$ cat src/sv/ssws_pkg.sv
package ssws_pkg;

    localparam int NUM_STEPS = 8;
    localparam int STEP_W    = 3;                       // width of current_step / force_step
    localparam int CNT_W     = $clog2(NUM_STEPS);
    localparam int MODES_W   = 16;
    localparam int HOLD_W    = 16;
    localparam int ADDR_W    = 4;
    localparam int DATA_W    = 32;

    localparam logic [STEP_W-1:0] LAST_STEP   = STEP_W'(NUM_STEPS - 1);
    localparam logic [STEP_W:0]   STEP_LIMIT  = (STEP_W + 1)'(NUM_STEPS);
    localparam logic [CNT_W-1:0]  LAST_COUNT  = CNT_W'(NUM_STEPS - 1);
    localparam logic [HOLD_W-1:0] HOLD_RESET  = HOLD_W'(48);

    // clock_edge codes
    localparam logic [1:0] CLK_NONE = 2'd0;
    localparam logic [1:0] CLK_RISE = 2'd1;
    localparam logic [1:0] CLK_FALL = 2'd2;

    // step mode codes (code 3 behaves as normal)
    localparam logic [1:0] MODE_NORMAL = 2'd0;
    localparam logic [1:0] MODE_SKIP   = 2'd1;
    localparam logic [1:0] MODE_JUMP   = 2'd2;

    // register indexes
    localparam logic [1:0] REG_STEP_MODES = 2'd0;
    localparam logic [1:0] REG_BACKWARD   = 2'd1;
    localparam logic [1:0] REG_HOLD_TICKS = 2'd2;

    typedef struct packed {
        logic              data_present;
        logic [1:0]        clock_edge;
        logic              reset_edge;
        logic              force_valid;
        logic [STEP_W-1:0] force_step;
        logic              direction_high;
    } in_item_t;

    typedef struct packed {
        logic [STEP_W-1:0] current_step;
        logic              gate;
        logic              step_started;
    } out_item_t;

    typedef struct packed {
        logic [MODES_W-1:0] step_modes;
        logic               backward_switch;
        logic [HOLD_W-1:0]  reset_hold_ticks;
    } cfg_t;

    typedef enum logic [1:0] {
        ST_IDLE,
        ST_EVAL,
        ST_WALK,
        ST_OUT
    } seq_state_t;

    function automatic logic [1:0] step_mode(input logic [MODES_W-1:0] modes,
                                             input logic [STEP_W-1:0]  s);
        logic [1:0] m;
        m = modes[{s, 1'b0} +: 2];
        return m;
    endfunction

    function automatic logic [STEP_W-1:0] step_next(input logic [STEP_W-1:0] s,
                                                    input logic              backwd);
        logic [STEP_W-1:0] n;
        if (backwd) begin
            n = (s == '0) ? LAST_STEP : s - STEP_W'(1);
        end else begin
            n = (s == LAST_STEP) ? '0 : s + STEP_W'(1);
        end
        return n;
    endfunction

endpackage

$ cat src/sv/ssws_apb_regs.sv
module ssws_apb_regs (
    input  logic                        aclk,
    input  logic                        aresetn,
    input  logic                        psel,
    input  logic                        penable,
    input  logic                        pwrite,
    input  logic [ssws_pkg::ADDR_W-1:0] paddr,
    input  logic [ssws_pkg::DATA_W-1:0] pwdata,
    output logic [ssws_pkg::DATA_W-1:0] prdata,
    output logic                        pready,
    output ssws_pkg::cfg_t              cfg
);
    import ssws_pkg::*;

    cfg_t       cfg_reg;
    cfg_t       cfg_next;
    logic [1:0] reg_idx;
    logic       wr_en;

    assign reg_idx = paddr[3:2];
    assign pready  = 1'b1;
    assign wr_en   = psel && penable && pwrite && pready;

    always_comb begin
        cfg_next = cfg_reg;
        if (wr_en) begin
            case (reg_idx)
                REG_STEP_MODES: cfg_next.step_modes       = pwdata[MODES_W-1:0];
                REG_BACKWARD:   cfg_next.backward_switch  = pwdata[0];
                REG_HOLD_TICKS: cfg_next.reset_hold_ticks = pwdata[HOLD_W-1:0];
                default:        cfg_next = cfg_reg;     // unmapped: dropped
            endcase
        end
    end

    always_ff @(posedge aclk) begin
        if (!aresetn) begin
            cfg_reg.step_modes       <= '0;
            cfg_reg.backward_switch  <= 1'b0;
            cfg_reg.reset_hold_ticks <= HOLD_RESET;
        end else begin
            cfg_reg <= cfg_next;
        end
    end

    always_comb begin
        case (reg_idx)
            REG_STEP_MODES: prdata = DATA_W'(cfg_reg.step_modes);
            REG_BACKWARD:   prdata = DATA_W'(cfg_reg.backward_switch);
            REG_HOLD_TICKS: prdata = DATA_W'(cfg_reg.reset_hold_ticks);
            default:        prdata = '0;
        endcase
    end

    assign cfg = cfg_reg;

endmodule

$ cat src/sv/step_sequencer_with_skip.sv
// Channel   Dir  Handshake          Payload
// s_        in   s_valid/s_ready    in_item_t  (one beat per audio sample)
// m_        out  m_valid/m_ready    out_item_t (one beat per input beat)
// apb       in   psel/penable       step_modes, backward_switch, reset_hold_ticks
//
// An input beat goes from accept through EVAL, n WALK steps and OUT into the result register, where n (0..8)
// is the number of steps the shared step/mode unit walks on a clock rise.
// The next beat is taken only after the current one has left OUT for IDLE.
// The sequencer is busy during that time; s_ready is high only in IDLE.
// A result waiting on m_ready holds the block in its output state.
// aresetn is synchronous, active low; config resets to hold ticks = 48.
module step_sequencer_with_skip (
    input  logic                        aclk,
    input  logic                        aresetn,
    input  logic                        s_valid,
    output logic                        s_ready,
    input  ssws_pkg::in_item_t          s_data,
    output logic                        m_valid,
    input  logic                        m_ready,
    output ssws_pkg::out_item_t         m_data,
    input  logic                        psel,
    input  logic                        penable,
    input  logic                        pwrite,
    input  logic [ssws_pkg::ADDR_W-1:0] paddr,
    input  logic [ssws_pkg::DATA_W-1:0] pwdata,
    output logic [ssws_pkg::DATA_W-1:0] prdata,
    output logic                        pready
);
    import ssws_pkg::*;

    cfg_t cfg;

    ssws_apb_regs u_regs (
        .aclk    (aclk),
        .aresetn (aresetn),
        .psel    (psel),
        .penable (penable),
        .pwrite  (pwrite),
        .paddr   (paddr),
        .pwdata  (pwdata),
        .prdata  (prdata),
        .pready  (pready),
        .cfg     (cfg)
    );

    // sequencer state
    seq_state_t        state_reg, state_next;
    in_item_t          item_reg, item_next;
    logic [STEP_W-1:0] active_reg, active_next;
    logic              rsv_valid_reg, rsv_valid_next;
    logic [STEP_W-1:0] rsv_step_reg, rsv_step_next;
    logic [HOLD_W-1:0] hold_reg, hold_next;
    logic              gate_reg, gate_next;
    logic              started_reg, started_next;
    logic              backwd_reg, backwd_next;
    logic [CNT_W-1:0]  count_reg, count_next;
    logic              m_valid_reg, m_valid_next;
    out_item_t         m_data_reg, m_data_next;

    // hold tick and EVAL decode
    logic              hold_idle;
    logic              hold_ended;
    logic [HOLD_W-1:0] hold_dec;
    logic              force_ok;
    logic              rsv_valid_eff;
    logic [STEP_W-1:0] rsv_step_eff;
    logic              dir_back;
    logic              need_walk;

    // shared step unit: one neighbor step and its mode per cycle
    logic [STEP_W-1:0] walk_step;
    logic              walk_stop;

    logic in_beat;
    logic out_free;

    assign s_ready  = (state_reg == ST_IDLE);
    assign in_beat  = s_valid && s_ready;
    assign out_free = !m_valid_reg || m_ready;

    assign hold_idle  = (hold_reg == '0);
    assign hold_dec   = hold_reg - HOLD_W'(1);
    assign hold_ended = !hold_idle && (hold_dec == '0);

    assign force_ok      = item_reg.force_valid && ({1'b0, item_reg.force_step} < STEP_LIMIT);
    assign rsv_valid_eff = force_ok ? 1'b1 : rsv_valid_reg;
    assign rsv_step_eff  = force_ok ? item_reg.force_step : rsv_step_reg;
    assign dir_back      = item_reg.direction_high || cfg.backward_switch;

    // a rise with data, no reset, no hold, nothing reserved and no jump step needs the skip walk
    assign need_walk = item_reg.data_present && !item_reg.reset_edge && hold_idle
                    && (item_reg.clock_edge == CLK_RISE) && !rsv_valid_eff
                    && (step_mode(cfg.step_modes, active_reg) != MODE_JUMP);

    assign walk_step = step_next(active_reg, backwd_reg);
    assign walk_stop = (step_mode(cfg.step_modes, walk_step) != MODE_SKIP)
                    || (count_reg == LAST_COUNT);   // at most one full lap

    // next state
    always_comb begin
        state_next = state_reg;
        case (state_reg)
            ST_IDLE: begin
                if (in_beat) state_next = ST_EVAL;
            end
            ST_EVAL: begin
                state_next = need_walk ? ST_WALK : ST_OUT;
            end
            ST_WALK: begin
                if (walk_stop) state_next = ST_OUT;
            end
            ST_OUT: begin
                if (out_free) state_next = ST_IDLE;
            end
            default: state_next = ST_IDLE;
        endcase
    end

    // datapath and outputs
    always_comb begin
        item_next      = item_reg;
        active_next    = active_reg;
        rsv_valid_next = rsv_valid_reg;
        rsv_step_next  = rsv_step_reg;
        hold_next      = hold_reg;
        gate_next      = gate_reg;
        started_next   = started_reg;
        backwd_next    = backwd_reg;
        count_next     = count_reg;
        m_valid_next   = m_valid_reg && !m_ready;
        m_data_next    = m_data_reg;

        case (state_reg)
            ST_IDLE: begin
                if (in_beat) item_next = s_data;
            end
            ST_EVAL: begin
                started_next = 1'b0;
                count_next   = '0;
                backwd_next  = dir_back;
                if (item_reg.data_present) begin
                    // every beat with data ticks the hold
                    hold_next = hold_idle ? '0 : hold_dec;
                    if (item_reg.reset_edge) begin
                        if (hold_idle) begin
                            gate_next      = 1'b0;
                            active_next    = '0;
                            rsv_valid_next = 1'b0;
                            hold_next      = cfg.reset_hold_ticks;
                            started_next   = 1'b1;
                        end
                    end else if (hold_idle) begin
                        rsv_valid_next = rsv_valid_eff;
                        rsv_step_next  = rsv_step_eff;
                        if (item_reg.clock_edge == CLK_RISE) begin
                            gate_next    = 1'b1;
                            started_next = 1'b1;
                            if (rsv_valid_eff) begin
                                active_next    = rsv_step_eff;
                                rsv_valid_next = 1'b0;
                            end else if (step_mode(cfg.step_modes, active_reg) == MODE_JUMP) begin
                                active_next = dir_back ? LAST_STEP : '0;
                            end
                        end else if (item_reg.clock_edge == CLK_FALL) begin
                            gate_next = 1'b0;
                        end
                    end else if (hold_ended) begin
                        gate_next = 1'b0;
                    end
                end
            end
            ST_WALK: begin
                active_next = walk_step;
                count_next  = count_reg + CNT_W'(1);
            end
            ST_OUT: begin
                if (out_free) begin
                    m_valid_next             = 1'b1;
                    m_data_next.current_step = active_reg;
                    m_data_next.gate         = gate_reg;
                    m_data_next.step_started = started_reg;
                end
            end
            default: begin
                m_valid_next = m_valid_reg;
            end
        endcase
    end

    always_ff @(posedge aclk) begin
        if (!aresetn) begin
            state_reg     <= ST_IDLE;
            active_reg    <= '0;
            rsv_valid_reg <= 1'b0;
            rsv_step_reg  <= '0;
            hold_reg      <= '0;
            gate_reg      <= 1'b0;
            m_valid_reg   <= 1'b0;
        end else begin
            state_reg     <= state_next;
            active_reg    <= active_next;
            rsv_valid_reg <= rsv_valid_next;
            rsv_step_reg  <= rsv_step_next;
            hold_reg      <= hold_next;
            gate_reg      <= gate_next;
            m_valid_reg   <= m_valid_next;
        end
    end

    // payload, no reset
    always_ff @(posedge aclk) begin
        item_reg    <= item_next;
        started_reg <= started_next;
        backwd_reg  <= backwd_next;
        count_reg   <= count_next;
        m_data_reg  <= m_data_next;
    end

    assign m_valid = m_valid_reg;
    assign m_data  = m_data_reg;

endmodule

$ cat config.mk
export PLATFORM = sky130hd
export DESIGN_NAME = step_sequencer_with_skip
export DESIGN_NICKNAME = d
export VERILOG_FILES = /design/src/sv/ssws_pkg.sv /design/src/sv/ssws_apb_regs.sv /design/src/sv/step_sequencer_with_skip.sv
export SDC_FILE = /design/constraint.sdc
export NUM_CORES = 1
export LEC_CHECK = 0
export ABC_AREA = 1
export BUFFER_PORTS_ARGS = -buffer_cell sky130_fd_sc_hd__buf_2
export CORE_MARGIN = 4
export CORE_UTILIZATION = 50
export CTS_CLUSTER_SIZE = 8
export DETAILED_ROUTE_END_ITERATION = 10
export PLACE_DENSITY = 0.78
export SYNTH_ARGS = -nofsm -noshare
export SYNTH_HDL_FRONTEND = slang
export SYNTH_SLANG_ARGS = --single-unit
$ cat constraint.sdc
create_clock -name aclk -period 5.3 [get_ports aclk]
set_clock_uncertainty 0.2 [all_clocks]
set_input_delay 0.265 -clock aclk [delete_from_list [all_inputs] [get_ports aclk]]
set_output_delay 0.265 -clock aclk [all_outputs]
set_load 0.01 [all_outputs]
==> results of run 1 <==
==> where the power goes <==
group	switching [mW]	internal, mW	total (mW)
sequential	0.0880	0.734	0.821
combinational	0.861	0.406	1.27
clock	0.232	0.293	0.526
==> layout make-up <==
cell class,count,area [sq um]
Fill cell,771,3510
Multi-Input combinational cell,428,2230
Sequential cell,79,1770
Timing Repair Buffer,81,531
Inverter,71,267
Clock buffer,11,153
Tap cell,108,135
Clock inverter,5,78.8
==> cell families after synthesis <==
| family | count (synthesis) | share of synthesized area [%] |
|---|---|---|
| simple gates | 250 | 24.5 |
| compound gates | 144 | 20.0 |
| buf+inv | 103 | 10.6 |
| flops | 79 | 40.1 |
| fa+ha+maj | 14 | 3.97 |
| other cells | 2 | 0.170 |
| mux | 2 | 0.453 |
| xor+xnor | 1 | 0.198 |
==> Yosys cell counts (2+ instances only) <==
cell type                   number
sky130_fd_sc_hd__nand3_1        32
sky130_fd_sc_hd__a21oi_1        41
sky130_fd_sc_hd__a221oi_2        5
sky130_fd_sc_hd__clkinv_1        2
sky130_fd_sc_hd__conb_1          2
sky130_fd_sc_hd__nor2_2          8
sky130_fd_sc_hd__inv_1          64
sky130_fd_sc_hd__a211oi_1        4
sky130_fd_sc_hd__o21ai_0        61
sky130_fd_sc_hd__nor3_1          4
sky130_fd_sc_hd__ha_1           14
sky130_fd_sc_hd__nand2_1       119
sky130_fd_sc_hd__dfxtp_1        60
sky130_fd_sc_hd__o211ai_1        2
sky130_fd_sc_hd__edfxtp_1       19
sky130_fd_sc_hd__a22oi_1         4
sky130_fd_sc_hd__buf_2           5
sky130_fd_sc_hd__a31oi_1         2
sky130_fd_sc_hd__o22ai_1         5
sky130_fd_sc_hd__nor2_1         73
sky130_fd_sc_hd__nand2_2         3
sky130_fd_sc_hd__nor2_4          3
sky130_fd_sc_hd__a221oi_1        2
sky130_fd_sc_hd__inv_2           5
sky130_fd_sc_hd__a311oi_1        2
sky130_fd_sc_hd__o2111ai_1       4
sky130_fd_sc_hd__a22o_1          6
sky130_fd_sc_hd__mux2i_1         2
sky130_fd_sc_hd__clkbuf_1        7
sky130_fd_sc_hd__buf_4          18
==> worst max path at each step <==
| stage | start | endpoint | slack (ps) | cells after the start |
|---|---|---|---|---|
| finish | state_reg[1] | hold_reg[6] | 2620 | 7 |
| global route | state_reg[1] | hold_reg[1] | 2300 | 7 |
| detailed placement | state_reg[1] | hold_reg[2] | 2620 | 7 |
| floorplan | active_reg[0] | state_reg[0] | 3200 | 16 |
| global placement | state_reg[1] | hold_reg[2] | 2690 | 7 |
| CTS | state_reg[1] | hold_reg[2] | 2610 | 7 |
==> through the flow <==
| step | std cells | setup WS (ps) | instance area (sq um) | utilization (%) | power (mW) |
|---|---|---|---|---|---|
| global placement | 742 | 2690 | 4690 | 54.0 | 2.01 |
| global route | 783 | 2300 | 5170 | 59.6 | 2.81 |
| detailed placement | 742 | 2620 | 4690 | 54.0 | 2.05 |
| floorplan | 610 | 3200 | 4470 | - | 1.80 |
| finish | 783 | 2620 | 5170 | 59.6 | 2.61 |
| CTS | 783 | 2610 | 5170 | 59.6 | 2.59 |
==> worst min-delay path, delay by kind of cell <==
kind | cells | cell delay, ps
buf+inv | 1 | 100
compound gates | 2 | 180
==> layer usage <==
metal | wire, um | GRT usage (%)
met1 | 4860 | 29.0
met2 | 5500 | 37.8
met3 | 830 | 4.64
met4 | 442 | 8.98
met5 | 0 | 0
==> impl_metrics.env, run 1 <==
export IMPL_layout_commonest_cell="sky130_fd_sc_hd__nand2_1"
export IMPL_syn_area_sq_um=4420
export IMPL_drt_total_wl_um=11600
export IMPL_cp_end_kind="flop"
export IMPL_n_antenna_cell=0
export IMPL_die_width_um=102
export IMPL_rsz0062_at_grt="false"
export IMPL_postSynthRegisterBits=79
export IMPL_synth_distinct_cells=47
export IMPL_port_buffers=56
export IMPL_grt_first_pass_wirelength_um=18700
export IMPL_crit_reg2reg_launch="state_reg[1]"
export IMPL_post_synth_top_area_cell="sky130_fd_sc_hd__dfxtp_1"
export IMPL_gp_congestion=0.972
export IMPL_syn_to_final_growth_pct=17.0
export IMPL_detailedPlacementHpwl_um=8350
export IMPL_cp_max_fo=26
export IMPL_detailed_route_wire_length_per_cell_um=14.9
export IMPL_number_of_global_route_vias_before_repair=3965
export IMPL_crit_required_ps=5360
export IMPL_outcome="finished clean"
export IMPL_synth_area_leaders="sky130_fd_sc_hd__dfxtp_1, sky130_fd_sc_hd__edfxtp_1, sky130_fd_sc_hd__nand2_1, sky130_fd_sc_hd__o21ai_0, sky130_fd_sc_hd__nor2_1"
export IMPL_mostFrequentLayoutCells="sky130_fd_sc_hd__nand2_1, sky130_fd_sc_hd__nor2_1, sky130_fd_sc_hd__inv_1"
export IMPL_numCtsBuffers=9
export IMPL_worst_path_max_delay_cell="sky130_fd_sc_hd__nand2_1"
export IMPL_core_area_sq_um=8680
export IMPL_crit_path_frequent_cell="sky130_fd_sc_hd__inv_1"
export IMPL_drt_pass1_iterations=7
export IMPL_yosysWarningCount=0
export IMPL_min_path_cells=3
export IMPL_max_vdd_ir_drop_v=0.000274
export IMPL_clk_latency_ps=360
export IMPL_report_final_hold_viol_count=0
export IMPL_drt_antenna_violating_nets=0
export IMPL_synth_cells=595
export IMPL_global_route_usage_total_pct=22.7
export IMPL_postSynthAreaPerCell_sq_um=7.42
export IMPL_hold_slack_ps=23.5
export IMPL_num_nets_final=736
export IMPL_die_h_um=102
export IMPL_timing_worst_setup_path_type="flop to flop"
export IMPL_post_route_cells_drive_above_1_share_pct=15.1
export IMPL_final_routed_drc_violation_total=0
export IMPL_critPathArrivalTime_ps=2740
export IMPL_totalNegativeSetupSlack_ps=0
export IMPL_critical_path_n_buffers_inverters=2
export IMPL_first_iteration_detailed_routing_drc_count=313
export IMPL_grt_antenna_before_repair=0
export IMPL_launching_element_type_of_the_critical_path="flop"
export IMPL_synth_top_cell_area_share_pct=27.2
export IMPL_synth_flop_cell="sky130_fd_sc_hd__dfxtp_1"
export IMPL_critical_path_max_stage_delay_ps=830
export IMPL_largest_reg_flops=33
export IMPL_cts_tree="built"
export IMPL_synth_edf_count=19
export IMPL_seq_area_frac_synth_pct=40.1
export IMPL_max_clock_freq_mhz=373
export IMPL_setup_violating_endpoint_count_in_the_final_report=0
export IMPL_ff2ff_path_depth=7
export IMPL_cts_root_buf="sky130_fd_sc_hd__clkbuf_8"
export IMPL_row_count=34
export IMPL_via_per_inst=5.46
export IMPL_timing_slew_headroom_pct=28.0
export IMPL_post_cts_hold_buffer_count=25
export IMPL_drv_max_cap_violation_count=0
export IMPL_hold_path_startpoint="pwdata[7]"
export IMPL_critical_path_cell_by_cell="inv_1 > ha_1 > nand2_1 > inv_1 > o21ai_0 > a21oi_1 > a211oi_1"
export IMPL_gr_total_overflow=0
export IMPL_worst_setup_hold_path_clk_slew_ps=80
export IMPL_cts_path_max_buffers=2
export IMPL_postCtsResizedCells=0
export IMPL_grt_max_degree=44
export IMPL_path_delay_family="simple AND/OR/NAND/NOR gates"
export IMPL_power_density_nw_per_um2=506
export IMPL_cts_repair_timing_setup_buffer_count=0
export IMPL_dieArea_sq_um=10400
export IMPL_ioPinCount=92
export IMPL_report_final_slew_viol_count=0
export IMPL_detailroute_via_count=4278
export IMPL_layout_min_cycle_time_ps=2680
export IMPL_pleak_nw=2.44
export IMPL_clock_sink_count=79
export IMPL_hold_path_class="input pin to flop"
export IMPL_final_min_period_over_clock_period_pct=50.6
export IMPL_initial_util_pct=50.9
export IMPL_worst_r2r_endpoint="hold_reg[6]"
export IMPL_asyncSetResetFlopFracSynth_pct=0
export IMPL_hold_path_endpoint="u_regs.cfg[7]"
export IMPL_cts_max_level=3
export IMPL_worstMarginPinSlew_ps=1080
export IMPL_reg2reg_setup_slack_ps=2620
(Power assumes the default switching activity.)
==> run 2: changes to the inputs <==
--- a/config.mk
+++ b/config.mk
@@ -11,7 +11,7 @@
 export CORE_UTILIZATION = 50
 export CTS_CLUSTER_SIZE = 8
 export DETAILED_ROUTE_END_ITERATION = 10
-export PLACE_DENSITY = 0.78
+export PLACE_DENSITY = 0.81
 export SYNTH_ARGS = -nofsm -noshare
 export SYNTH_HDL_FRONTEND = slang
 export SYNTH_SLANG_ARGS = --single-unit
==> constraint.sdc (replaced) <==
create_clock -name aclk -period 2.41 [get_ports aclk]
set_clock_uncertainty 0.2 [all_clocks]
set_input_delay 0.1205 -clock aclk [delete_from_list [all_inputs] [get_ports aclk]]
set_output_delay 0.1205 -clock aclk [all_outputs]
set_load 0.01 [all_outputs]
==> run 2 against run 1 <==
Power increased by 120%. Combinational power increased by 120%. Via count is 3.4% higher. Maximum frequency rose by 21%. Largest cell class unchanged.
==> impl_metrics.env, run 2 (same netlist as run 1, synthesis figures left out) <==
export IMPL_outcome="finished clean"
export IMPL_post_place_ws_ps=171
export IMPL_ioPinCount=92
export IMPL_syn_to_final_growth_pct=19.3
export IMPL_final_routed_drc_violation_total=0
export IMPL_critical_path_cell_by_cell="ha_1 > ha_1 > o21ai_0 > nand2_1 > inv_1 > nand3_1 > nand2_1 > nand2_1 > nand3_1 > nand2_1 > inv_1 > nand2_1 > nand2_1 > a21oi_1"
export IMPL_gp_congestion=0.977
export IMPL_detailed_route_wire_length_per_cell_um=14.8
export IMPL_hold_path_endpoint="state_reg[1]"
export IMPL_crit_path_frequent_cell="sky130_fd_sc_hd__nand2_1"
export IMPL_postLayoutCoreUtil_pct=60.7
export IMPL_power_density_nw_per_um2=1100
export IMPL_die_h_um=102
export IMPL_crit_reg2reg_launch="active_reg[0]"
export IMPL_critPathArrivalTime_ps=2250
export IMPL_grt_busiest_layer="met2"
export IMPL_layout_min_cycle_time_ps=2210
export IMPL_report_final_hold_viol_count=0
export IMPL_drt_antenna_violating_nets=0
export IMPL_max_clock_freq_mhz=452
export IMPL_drv_max_cap_violation_count=0
export IMPL_layout_commonest_cell="sky130_fd_sc_hd__nand2_1"
export IMPL_placedCellCount=752
export IMPL_clk_latency_ps=370
export IMPL_gr_total_overflow=0
export IMPL_grt_first_pass_wirelength_um=19100
export IMPL_detailroute_via_count=4425
export IMPL_cp_max_fo=9
export IMPL_worst_r2r_endpoint="state_reg[0]"
export IMPL_timing_slew_headroom_pct=54.7
export IMPL_number_of_global_route_vias_before_repair=4063
export IMPL_totalNegativeSetupSlack_ps=0
export IMPL_rsz0062_at_grt="false"
export IMPL_worst_setup_hold_path_clk_slew_ps=80
export IMPL_core_area_sq_um=8680
export IMPL_port_buffers=56
export IMPL_post_route_cells_drive_above_1_share_pct=16.9
export IMPL_worstMarginPinSlew_ps=679
export IMPL_reg2reg_setup_slack_ps=200
export IMPL_min_path_cells=5
export IMPL_cts_tree="built"
export IMPL_via_per_inst=5.57
export IMPL_largest_reg_flops=33
export IMPL_grt_util_met2_pct=38.0
export IMPL_timing_worst_setup_path_type="flop to flop"
export IMPL_launching_element_type_of_the_critical_path="flop"
export IMPL_cts_root_buf="sky130_fd_sc_hd__clkbuf_8"
export IMPL_grt_antenna_before_repair=0
export IMPL_report_final_slew_viol_count=0
export IMPL_global_route_usage_total_pct=23.1
export IMPL_cts_path_max_buffers=2
export IMPL_met3_usage_pct=4.78
export IMPL_clock_sink_count=79
export IMPL_hold_slack_ps=16.2
export IMPL_die_width_um=102
export IMPL_detailedPlacementHpwl_um=8570
export IMPL_grtUsageMet1_pct=28.3
export IMPL_mostFrequentLayoutCells="sky130_fd_sc_hd__nand2_1, sky130_fd_sc_hd__nor2_1, sky130_fd_sc_hd__inv_1"
export IMPL_final_instance_count_excl_fillers=795
export IMPL_max_vdd_ir_drop_v=0.000486
export IMPL_dieArea_sq_um=10400
export IMPL_setup_violating_endpoint_count_in_the_final_report=0
export IMPL_row_count=34
export IMPL_numCtsBuffers=9
export IMPL_ff2ff_path_depth=14
export IMPL_num_nets_final=748
export IMPL_grt_max_degree=43
export IMPL_final_min_period_over_clock_period_pct=91.7
export IMPL_worst_path_max_delay_cell="sky130_fd_sc_hd__dfxtp_4"
export IMPL_hold_path_startpoint="s_valid"
export IMPL_cts_max_level=3
export IMPL_critical_path_max_stage_delay_ps=380
export IMPL_cts_repair_timing_setup_buffer_count=0
export IMPL_first_iteration_detailed_routing_drc_count=324
export IMPL_cp_end_kind="flop"
export IMPL_crit_path_setup_slack_layout_ps=200
export IMPL_n_antenna_cell=0
export IMPL_drt_total_wl_um=11800
export IMPL_pleak_nw=2.49
export IMPL_hold_path_class="input pin to flop"
export IMPL_crit_required_ps=2450
export IMPL_initial_util_pct=50.9
export IMPL_drt_pass1_iterations=5
==> run 2: changes by cell type in the layout (fill, tap and decap cells not counted), moves of 2 or more <==
cell / before / now
sky130_fd_sc_hd__buf_4: 0 / 10
sky130_fd_sc_hd__clkinv_2: 2 / 0
sky130_fd_sc_hd__dfxtp_1: 60 / 58
sky130_fd_sc_hd__dlygate4sd3_1: 25 / 27
sky130_fd_sc_hd__inv_4: 0 / 2
==> run 2: through the flow <==
step / instance area (sq um) / power [mW]
3_5_place_dp: 4760 / 4.56
6_report: 5270 / 5.78
4_1_cts: 5260 / 5.72
5_1_grt: 5270 / 6.25
2_1_floorplan: 4470 / 3.95
3_3_place_gp: 4760 / 4.47
==> run 2: worst max-delay path by stage <==
stage               depth (start not counted)     startpoint      endpoint  slack [ps]
global route                               15  active_reg[1]  state_reg[0]          40
finish                                     14  active_reg[0]  state_reg[0]         200
CTS                                        15  active_reg[0]  state_reg[0]         120
floorplan                                  16  active_reg[0]  state_reg[0]         310
global placement                           15  active_reg[0]  state_reg[0]         240
detailed placement                         15  active_reg[0]  state_reg[0]         170
==> run 2: worst max-delay path: cells and delay by family (launching register included) <==
family	cells	cell delay (ps)
AND/OR/NAND/NOR	8	640
flip-flops	1	380
adder cells (fa/ha/maj)	2	380
AO/OA/AOI/OAI	2	250
buffers and inverters	2	220
==> run 2: area by class of cell <==
cell class / instances / area [sq um]
Sequential cell: 79 / 1780
Fill cell: 759 / 3410
Clock buffer: 10 / 138
Tap cell: 108 / 135
Timing Repair Buffer: 93 / 626
Clock inverter: 6 / 90.1
Multi-Input combinational cell: 428 / 2240
Inverter: 71 / 267
==> run 2: power breakdown <==
| part | leakage, nW | switching (mW) | internal, mW | total (mW) |
|---|---|---|---|---|
| Sequential | 0.669 | 0.195 | 1.62 | 1.81 |
| Clock | 0.118 | 0.514 | 0.618 | 1.13 |
| Combinational | 1.71 | 1.88 | 0.960 | 2.84 |
| Total | 2.49 | 2.59 | 3.20 | 5.78 |
==> run 2: metal layers <==
layer / wire length (um) / share of wire [%] / up-vias
met4: 527 / 4.5 / 0
li1: - / - / 2133
met2: 5600 / 47 / 227
met5: 0 / 0 / -
met3: 968 / 8.2 / 57
met1: 4710 / 40 / 2008
==> run 2: timing repair <==
| action | CTS | global route |
|---|---|---|
| setup endpoints to repair | 0 | 2 |
| hold endpoints to repair | 43 | 0 |
| hold buffers | 27 | 0 |
| gates resized for setup | 0 | 4 |
==> run 3: changes to the inputs <==
--- a/config.mk
+++ b/config.mk
@@ -8,10 +8,10 @@
 export ABC_AREA = 1
 export BUFFER_PORTS_ARGS = -buffer_cell sky130_fd_sc_hd__buf_2
 export CORE_MARGIN = 4
-export CORE_UTILIZATION = 50
+export CORE_UTILIZATION = 45
 export CTS_CLUSTER_SIZE = 8
 export DETAILED_ROUTE_END_ITERATION = 10
-export PLACE_DENSITY = 0.81
+export PLACE_DENSITY = 0.74
 export SYNTH_ARGS = -nofsm -noshare
 export SYNTH_HDL_FRONTEND = slang
 export SYNTH_SLANG_ARGS = --single-unit
==> run 3 against run 2 <==
Clock power is 15% lower. Sequential power hardly changed. Core utilization is 5.0 points lower. Worst hold slack better by 15 ps. Global-route usage is 1.5 points lower. Sequential share of layout area is 0.073 points higher. Count of clock-buffer cells in the layout is 3 higher. Power is 1.7% lower. Cell count is 2.6% higher. Register-to-register slack worse by 40 ps. Largest cell class unchanged. Highest routed layer unchanged.
==> impl_metrics.env, run 3 (same netlist as run 1, synthesis figures left out) <==
export IMPL_outcome="finished clean"
export IMPL_numCtsBuffers=9
export IMPL_report_final_slew_viol_count=0
export IMPL_worst_setup_hold_path_clk_slew_ps=80
export IMPL_totalNegativeSetupSlack_ps=0
export IMPL_timing_slew_headroom_pct=53.8
export IMPL_clock_sink_count=79
export IMPL_max_clock_freq_mhz=444
export IMPL_rsz0062_at_grt="false"
export IMPL_drv_max_cap_violation_count=0
export IMPL_number_of_global_route_vias_before_repair=4202
export IMPL_gp_congestion=0.920
export IMPL_via_per_inst=5.18
export IMPL_cts_root_buf="sky130_fd_sc_hd__clkbuf_8"
export IMPL_grt_antenna_before_repair=0
export IMPL_drt_antenna_violating_nets=0
export IMPL_post_route_cells_drive_above_1_share_pct=16.4
export IMPL_worstMarginPinSlew_ps=689
export IMPL_crit_required_ps=2440
export IMPL_ioPinCount=92
export IMPL_detailed_route_wire_length_per_cell_um=14.7
export IMPL_num_nets_final=748
export IMPL_n_antenna_cell=0
export IMPL_critPathArrivalTime_ps=2280
export IMPL_detailroute_via_count=4228
export IMPL_grtUsageMet1_pct=27.2
export IMPL_fillerInstances=900
export IMPL_die_width_um=107
export IMPL_largest_reg_flops=33
export IMPL_core_area_sq_um=9420
export IMPL_hold_path_class="input pin to flop"
export IMPL_initial_util_pct=46.9
export IMPL_grt_max_degree=43
export IMPL_pleak_nw=2.47
export IMPL_gr_total_overflow=0
export IMPL_detailedPlacementHpwl_um=8880
export IMPL_postLayoutCoreUtil_pct=55.7
export IMPL_cts_repair_timing_setup_buffer_count=0
export IMPL_grt_util_met2_pct=35.7
export IMPL_final_routed_drc_violation_total=0
export IMPL_final_min_period_over_clock_period_pct=93.4
export IMPL_setup_violating_endpoint_count_in_the_final_report=0
export IMPL_max_vdd_ir_drop_v=0.000498
export IMPL_report_final_hold_viol_count=0
export IMPL_die_h_um=107
export IMPL_first_iteration_detailed_routing_drc_count=304
export IMPL_mostFrequentLayoutCells="sky130_fd_sc_hd__nand2_1, sky130_fd_sc_hd__nor2_1, sky130_fd_sc_hd__inv_1"
export IMPL_row_count=35
export IMPL_met3_usage_pct=4.21
export IMPL_syn_to_final_growth_pct=18.8
export IMPL_cts_path_max_buffers=2
export IMPL_global_route_usage_total_pct=21.7
export IMPL_power_density_nw_per_um2=1080
export IMPL_dieArea_sq_um=11500
export IMPL_grt_busiest_layer="met2"
export IMPL_cts_tree="built"
export IMPL_layout_min_cycle_time_ps=2250
export IMPL_port_buffers=56
export IMPL_timing_worst_setup_path_type="flop to flop"
export IMPL_drt_total_wl_um=12000
export IMPL_drt_pass1_iterations=5
export IMPL_cts_max_level=3
export IMPL_grt_first_pass_wirelength_um=19900
export IMPL_launching_element_type_of_the_critical_path="flop"
export IMPL_layout_commonest_cell="sky130_fd_sc_hd__nand2_1"
export IMPL_hold_slack_ps=30.7
export IMPL_clk_latency_ps=350
export IMPL_cp_max_fo=9
export IMPL_cp_end_kind="flop"
export IMPL_total_power_mw=5.68
run 3: changes by cell type in the layout (fill, tap and decap cells not counted), sizes merged:
cell    previous run  this run
bufinv             2         1
clkbuf            10        13
clkinv             3         4
inv               72        69
run 3: timing repair:
action / 4_1_cts / 5_1_grt
setup endpoints to repair: 0 / 2
hold buffers: 27 / 0
resized for setup: 0 / 4
endpoints found under the hold margin: 43 / 0
run 3: critical path: stages, from the launching register on:
cell and delay, ps:
sky130_fd_sc_hd__dfxtp_2 380, sky130_fd_sc_hd__ha_1 220, sky130_fd_sc_hd__ha_1 170, sky130_fd_sc_hd__o21ai_0 140, sky130_fd_sc_hd__nand2_1 130, sky130_fd_sc_hd__inv_1 150
sky130_fd_sc_hd__nand3_1 80, sky130_fd_sc_hd__nand2_1 100, sky130_fd_sc_hd__nand2_1 60, sky130_fd_sc_hd__nand3_1 100, sky130_fd_sc_hd__nand2_1 100, sky130_fd_sc_hd__o21ai_0 230
sky130_fd_sc_hd__a21oi_1 80
run 3: final timing paths:
kind / cells after the start / to / slack [ps] / from
max: 12 / state_reg[1] / 160 / active_reg[0]
min: 3 / u_regs.cfg[16] / 30 / penable
max reg2reg: 12 / state_reg[1] / 160 / active_reg[0]
min reg2reg: 0 / m_data[0] / 240 / started_reg
run 3: layout make-up:
cell class	count	area, sq um	area share (%)
Sequential cell	79	1770	33.8
Inverter	71	267	5.08
Timing Repair Buffer	93	626	11.9
Clock buffer	13	139	2.65
Multi-Input combinational cell	428	2240	42.6
Clock inverter	3	43.8	0.834
Tap cell	129	161	3.08
run 3: where the power goes:
part           switching, mW  internal, mW  total (mW)  leakage [nW]
Clock                  0.476         0.482       0.958        0.0916
Sequential             0.192          1.62        1.81         0.668
Combinational           1.95         0.970        2.92          1.71
Total                   2.62          3.07        5.68          2.47
run 3: through the flow:
stage	cell area [sq um]	instances	worst slack (ps)
after floorplan	4470	610	306
after global placement	4790	773	204
after detailed placement	4790	773	163
after CTS	5240	816	111
after global routing	5250	816	25.7
final	5250	816	160
run 3: routing by layer:
layer | routed length [um] | vias up
li1 | - | 2117
met4 | 437 | 0
met1 | 5080 | 1906
met5 | 0 | -
met3 | 837 | 39
met2 | 5660 | 166
